### config.mk
export PLATFORM = sky130hd
export DESIGN_NAME = npn_ctrl
export DESIGN_NICKNAME = d
export VERILOG_FILES = /design/src/design/npn_pkg.sv /design/src/design/npn_ctrl.sv
export SDC_FILE = /design/constraint.sdc
export NUM_CORES = 1
export LEC_CHECK = 0
export ABC_CLOCK_PERIOD_IN_PS = 1500
export BUFFER_PORTS_ARGS = -buffer_cell sky130_fd_sc_hd__clkbuf_2
export CELL_PAD_IN_SITES_DETAIL_PLACEMENT = 1
export CELL_PAD_IN_SITES_GLOBAL_PLACEMENT = 1
export CORE_MARGIN = 5
export CORE_UTILIZATION = 28
export CTS_BUF_LIST = sky130_fd_sc_hd__clkbuf_4 sky130_fd_sc_hd__clkbuf_8 sky130_fd_sc_hd__clkbuf_16
export DETAILED_ROUTE_END_ITERATION = 16
export HOLD_SLACK_MARGIN = 0.12
export PLACE_DENSITY_LB_ADDON = 0.12
export SLEW_MARGIN = 0
export SYNTH_ARGS = -nofsm -noshare
export SYNTH_HDL_FRONTEND = slang
export SYNTH_SLANG_ARGS = --single-unit
### constraint.sdc
create_clock -name i_clk -period 1.5 [get_ports i_clk]
set_clock_uncertainty 0.05 [all_clocks]
set_input_delay 0.3 -clock i_clk [delete_from_list [all_inputs] [get_ports i_clk]]
set_output_delay 0.3 -clock i_clk [all_outputs]
set_load 0.02 [all_outputs]
### src/design/npn_pkg.sv
// Shared types and constants of the Newell polygon normal unit.
package npn_pkg;

    localparam int NORM_BITS    = 16;
    localparam int QUOT_BITS    = 15;
    localparam int QCNT_BITS    = 4;
    localparam int MIN_VERTICES = 3;

    localparam logic [1:0] ST_OK       = 2'd0;
    localparam logic [1:0] ST_DEGEN    = 2'd1;
    localparam logic [1:0] ST_TOO_LONG = 2'd2;

    typedef enum logic [3:0] {
        S_IDLE,
        S_ACC,
        S_CLOSE,
        S_CLOSE_ACC,
        S_CHECK,
        S_SQ,
        S_RT_LOAD,
        S_RT,
        S_DV_LOAD,
        S_DV,
        S_DONE
    } t_state;

    typedef struct packed {
        logic load;
        logic acc;
        logic close;
        logic sq_init;
        logic sq_step;
        logic rt_init;
        logic rt_step;
        logic dv_init;
        logic dv_step;
        logic out_load;
    } t_cmd;

    typedef struct packed {
        logic last;
        logic too_long;
        logic few;
        logic zero;
        logic sq_done;
        logic rt_done;
        logic dv_done;
        logic out_free;
    } t_sts;

endpackage

### src/design/npn_ctrl.sv
// Sequencing state machine of the Newell polygon normal unit.
module npn_ctrl import npn_pkg::*; (
    input  logic i_clk,
    input  logic i_rst_n,
    input  logic i_valid,
    output logic o_ready,
    input  t_sts i_sts,
    output t_cmd o_cmd
);

    t_state r_state;
    t_state n_state;

    always_ff @(posedge i_clk) begin
        if (!i_rst_n) begin
            r_state <= S_IDLE;
        end else begin
            r_state <= n_state;
        end
    end

    always_comb begin
        n_state = r_state;
        case (r_state)
            S_IDLE: begin
                if (i_valid) n_state = S_ACC;
            end
            S_ACC: begin
                if (!i_sts.last) begin
                    n_state = S_IDLE;
                end else if (i_sts.too_long || i_sts.few) begin
                    n_state = S_DONE;
                end else begin
                    n_state = S_CLOSE;
                end
            end
            S_CLOSE:     n_state = S_CLOSE_ACC;
            S_CLOSE_ACC: n_state = S_CHECK;
            S_CHECK:     n_state = i_sts.zero ? S_DONE : S_SQ;
            S_SQ: begin
                if (i_sts.sq_done) n_state = S_RT_LOAD;
            end
            S_RT_LOAD:   n_state = S_RT;
            S_RT: begin
                if (i_sts.rt_done) n_state = S_DV_LOAD;
            end
            S_DV_LOAD:   n_state = S_DV;
            S_DV: begin
                if (i_sts.dv_done) n_state = S_DONE;
            end
            S_DONE: begin
                if (i_sts.out_free) n_state = S_IDLE;
            end
            default:     n_state = S_IDLE;
        endcase
    end

    always_comb begin
        o_cmd   = '0;
        o_ready = 1'b0;
        case (r_state)
            S_IDLE: begin
                o_ready    = 1'b1;
                o_cmd.load = i_valid;
            end
            S_ACC:       o_cmd.acc = 1'b1;
            S_CLOSE:     o_cmd.close = 1'b1;
            S_CLOSE_ACC: o_cmd.acc = 1'b1;
            S_CHECK:     o_cmd.sq_init = !i_sts.zero;
            S_SQ:        o_cmd.sq_step = 1'b1;
            S_RT_LOAD:   o_cmd.rt_init = 1'b1;
            S_RT:        o_cmd.rt_step = 1'b1;
            S_DV_LOAD:   o_cmd.dv_init = 1'b1;
            S_DV:        o_cmd.dv_step = 1'b1;
            S_DONE:      o_cmd.out_load = i_sts.out_free;
            default:     o_cmd = '0;
        endcase
    end

endmodule

## Yosys cells after proc, flatten, opt, wreduce, memory -nomap -nowiden

Index checks and enable logic that the tools add are counted.

- Muxes and demuxes: 20
- Reductions and logical operators: 5
- Eq/ne operators: 15

Operators with widths:

| operator | count |
|---|---|
| $pmux W4 S11 | 1 |
| $mux W4 | 8 |
| $eq A4 B3 Y1 const B | 4 |
| $eq A4 B4 Y1 const B | 3 |
| $mux W1 | 11 |
| $ne A2 B2 Y1 const B | 5 |
| $eq A4 B2 Y1 const B | 2 |
| $reduce_and A5 Y1 | 1 |
| $eq A4 B1 Y1 const B | 1 |
| $logic_not A4 Y1 | 1 |
| $reduce_or A2 Y1 | 1 |
| $logic_not A1 Y1 | 1 |
| $logic_or A1 B1 Y1 | 1 |

- Output and inout port bits: 11
- Register bits: 4
- Input port bits: 11

## Longest topological paths before layout

- Word-level depth: 4
- Gate-level depth with buffers: 5
- Depth with buffers taken out: 4

## Worst setup path after synthesis

No wires, ideal clock.

- Path type: flip-flop to output port
- From: reg r_state[2]
- To: out o_cmd[6] (netlist bit)
- Data arrival time: 1.346 ns
- Stages on the path, launching flop included: 4
- Path slack: -0.196 ns
- Required time: 1.150 ns
- Path buffers: 1
- Cell sequence: dfxtp_1 > clkbuf_8 > nand2b_1 > nor4_1

RTL lines:

| what | line | RTL |
|---|---|---|
| start, declared | npn_ctrl.sv:11 | `t_state r_state;` |
| start signal, assigned | npn_ctrl.sv:18 | `r_state <= n_state;` |
| end, declared | npn_ctrl.sv:8 | `output t_cmd o_cmd` |

==> results.md <==
* Outcome: complete, but fails checks
* Failing checks: setup timing
* Starting density of the core at 29.3%
* Post-Syn Nets at 70
* Synth cell types at 36
* Antenna fix cells at 0
* CTS Buf Count at 3
* Critical path endpoint category: output pin
* Worst setup path category: register to output pin
* Max FFs per register at 4
* Max stage delay on crit path at 0.36 ns
* Antenna Nets Post-Route at 0
* Psw at ~0.00066 W
* Max-cap viol count at 0
* Seq/Total Area, Yosys at 16.0%
* Critical path startpoint category: register
* Core box area at 1710 um^2
* FF-to-FF path depth at 5
* Pint at about 0.00094 W
* Routed wire per std cell at ~15 um
* Die height at 52.3 um
* Initial antenna violation count at 0
* Critical path depth at 3
* CP required at roughly 1.2 ns
* Detailed Routing Iterations Pass 1 at 2
* Dpl cells at ~110
* DP HPWL at 1320 um
* Total area of sequential cells at 95.1 um^2
* Worst Setup Slack, final at -0.0751 ns
* Initial DRC count at 3
* Overall routed net length at 1860 um
* Cells after Synth at 59
* GRT overflow at 0
* Max-slew violation count at 0
* M1 GR Usage at 15.6%
* Yosys top cell by area: dfxtp_1
* CTS max path bufs at 2
* Total power at around 0.0016 W
* Register name with the most flops: r_state
* Clock Power Share at 7.9%
* Cell breakdown of the critical path: nor4_4 -> and2_1 -> clkbuf_8
* Met2 GRT Util at 25.3%
* Final hold vios at 0
* Max Fclk at 635 MHz
* Setup crit end: o_cmd[9]
* Remaining DRCs at 0
* CTS HTree Levels at 1
* Met3 Use GR at around 1.1%
* Fill cells at 197
* CP Data Arrival Time at 1.23 ns
* Die area at 2730 um^2
* Slew @ Worst Pin at roughly 0.28 ns
* I/O Buffers at 21
* Worst-Skew Late Latency at 0.22 ns
* Setup-failing EPs final at 7
* CTS tree: done
* # IOs at 22
* Pre-CTS WS at -0.0800 ns
* Root Buffer: clkbuf_4
* Nets at roughly 110
* Largest net degree at the start of global routing at 9
* Pleak at 0.448 nW
* Min Tclk post-route at around 1.6 ns
* Via density at 4.95
* Most used routing layer: met2
* Peak VDD IR at approximately 0.9 mV
* Area Growth Syn to Fin at 92.3%
* Tcrit/Tclk final at 105%
* Warnings, synthesis at 0
* Unrepaired setup endpoints after global routing: true
* Slew margin rel. at 81.0%
* Largest cells by area after synthesis: dfxtp_1, clkbuf_8, buf_6
* Layout cells sized above 1 at between 70% and 80%
* Biggest regs: r_state (4)
* First-pass GRT wire length at about 2800 um
* Register-to-register setup slack at about 0.05 ns
* Worst Hold Class: primary input to register
* Avg Cell Area, Syn at 8.48 um^2
* FF-to-FF End: r_state[2]
* Cts hold-fix bufs at 0
* Top Family by Delay on Critical Path: simple AND/OR/NAND/NOR gates
* Top-area cell type share of the netlist area at 16.0%
* Crit path launch: r_state[2]
* Worst Path Max Fanout at 5
* Fin cells at 124
* Sw Ratio at 41.2%
* Row Count at 15
* Slowest CP cell: dfxtp_4
* Synth Register Bits at 4
* Post-Syn Area at 500 um^2
* GPL Wtd Cong at 0.827
* Vias in the first global route at between 600 and 700
* Sequential share of power at 15.3%
* Die X at 52.3 um
* Worst flop-to-flop path startpoint: r_state[2]
* GRT Total Usage at a little over an eighth
* PD cells at 1660 nW/um^2
* DR vias at ~600
* Worst path buffer plus inverter count at 1
* Footprint of the multi-input gates at 460 um^2
* Clk sinks at 4
* Combinational share of power at 76.9%
* Worst-path clk slew at 0.03 ns
-- layout make-up --
type,instances,share of cell area [%]
Sequential cell,4,9.88
Clock buffer,3,2.34
Inverter,4,1.82
Timing Repair Buffer,42,34.9
Multi-Input combinational cell,46,47.9
Tap cell,25,3.25
-- synth_stat cells (all sizes together) --
library cell and number:
nor2 5, and3 4, dfxtp 4, inv 4, o21ai 4, buf 3, a211oi 2, a32o 2
and2b 2, and4 2, clkbuf 2, mux2i 2, nand2 2, nand2b 2, nor3b 2, nor4 2
a21o 1, a22o 1, a32oi 1, a41o 1, and2 1, nand3 1, nor2b 1, nor3 1
nor4b 1, o211a 1, o21a 1, o21bai 1, o22ai 1, o311a 1, o31ai 1
-- how the worst min path moves through the flow --
stage | slack [ns] | to | from | depth (start not counted)
3_5_place_dp | 0.54 | r_state[1] | i_rst_n | 2
6_report | 0.29 | r_state[1] | i_rst_n | 2
4_1_cts | 0.29 | r_state[1] | i_rst_n | 2
3_3_place_gp | 0.53 | r_state[0] | i_rst_n | 2
5_1_grt | 0.30 | r_state[1] | i_rst_n | 2
2_1_floorplan | 0.38 | r_state[0] | i_rst_n | 1
-- cells by family after synthesis --
| group | count (synthesis) | share of synthesized area [%] |
|---|---|---|
| and+or+nand+nor | 26 | 35.5 |
| AOI/OAI and AO/OA | 18 | 30.0 |
| DFF | 4 | 16.0 |
| muxes | 2 | 4.00 |
| buffers and inverters | 9 | 14.5 |
-- power by group through the flow --
stage	registers, W	clock network [W]	logic, W
3_5_place_dp	0.000224	0	0.000796
2_1_floorplan	0.000177	0	0.000598
6_report	0.000243	0.000125	0.00122
3_3_place_gp	0.000224	0	0.000797
4_1_cts	0.000236	0.000131	0.000997
5_1_grt	0.000253	0.000140	0.00131
-- what timing repair did --
action                     CTS  global route
gates cloned                 0             0
setup buffers                6             3
setup endpoints to repair   15            15
resized for setup           24            33
pin swaps                    2             2
-- layer usage --
metal | vias up | part of all wire (%)
li1 | 304 | -
met1 | 295 | 42
met2 | 13 | 54
met3 | 2 | 2.2
met4 | 0 | 0.75
met5 | - | 0
-- placed cells by master (no fill, tap or decap), types with 2 or more instances in the layout --
cell type  netlist  final
nor2_1           5      3
clkbuf_2         0     11
buf_4            1     20
a32o_1           2      2
inv_1            4      2
nor4_4           1      2
nand2_1          2      2
a211oi_1         2      2
nor2_2           0      2
nand2b_4         0      2
o21ai_0          3      3
buf_6            2      7
and2b_2          2      2
buf_8            0      2
and3_4           0      2
dfxtp_4          0      4
clkbuf_4         0      4
-- per-stage QoR --
step | cell area (um^2) | util (%) | TNS [ns] | hold WS, ns
global placement | 687 | 40.2 | -0.0348 | 0.534
CTS | 841 | 49.2 | -0.189 | 0.294
finish | 962 | 56.3 | -0.236 | 0.293
global route | 962 | 56.3 | -0.655 | 0.299
floorplan | 518 | - | -0.0340 | 0.376
detailed placement | 687 | 40.2 | -0.206 | 0.542
(Power assumes the default switching activity.)
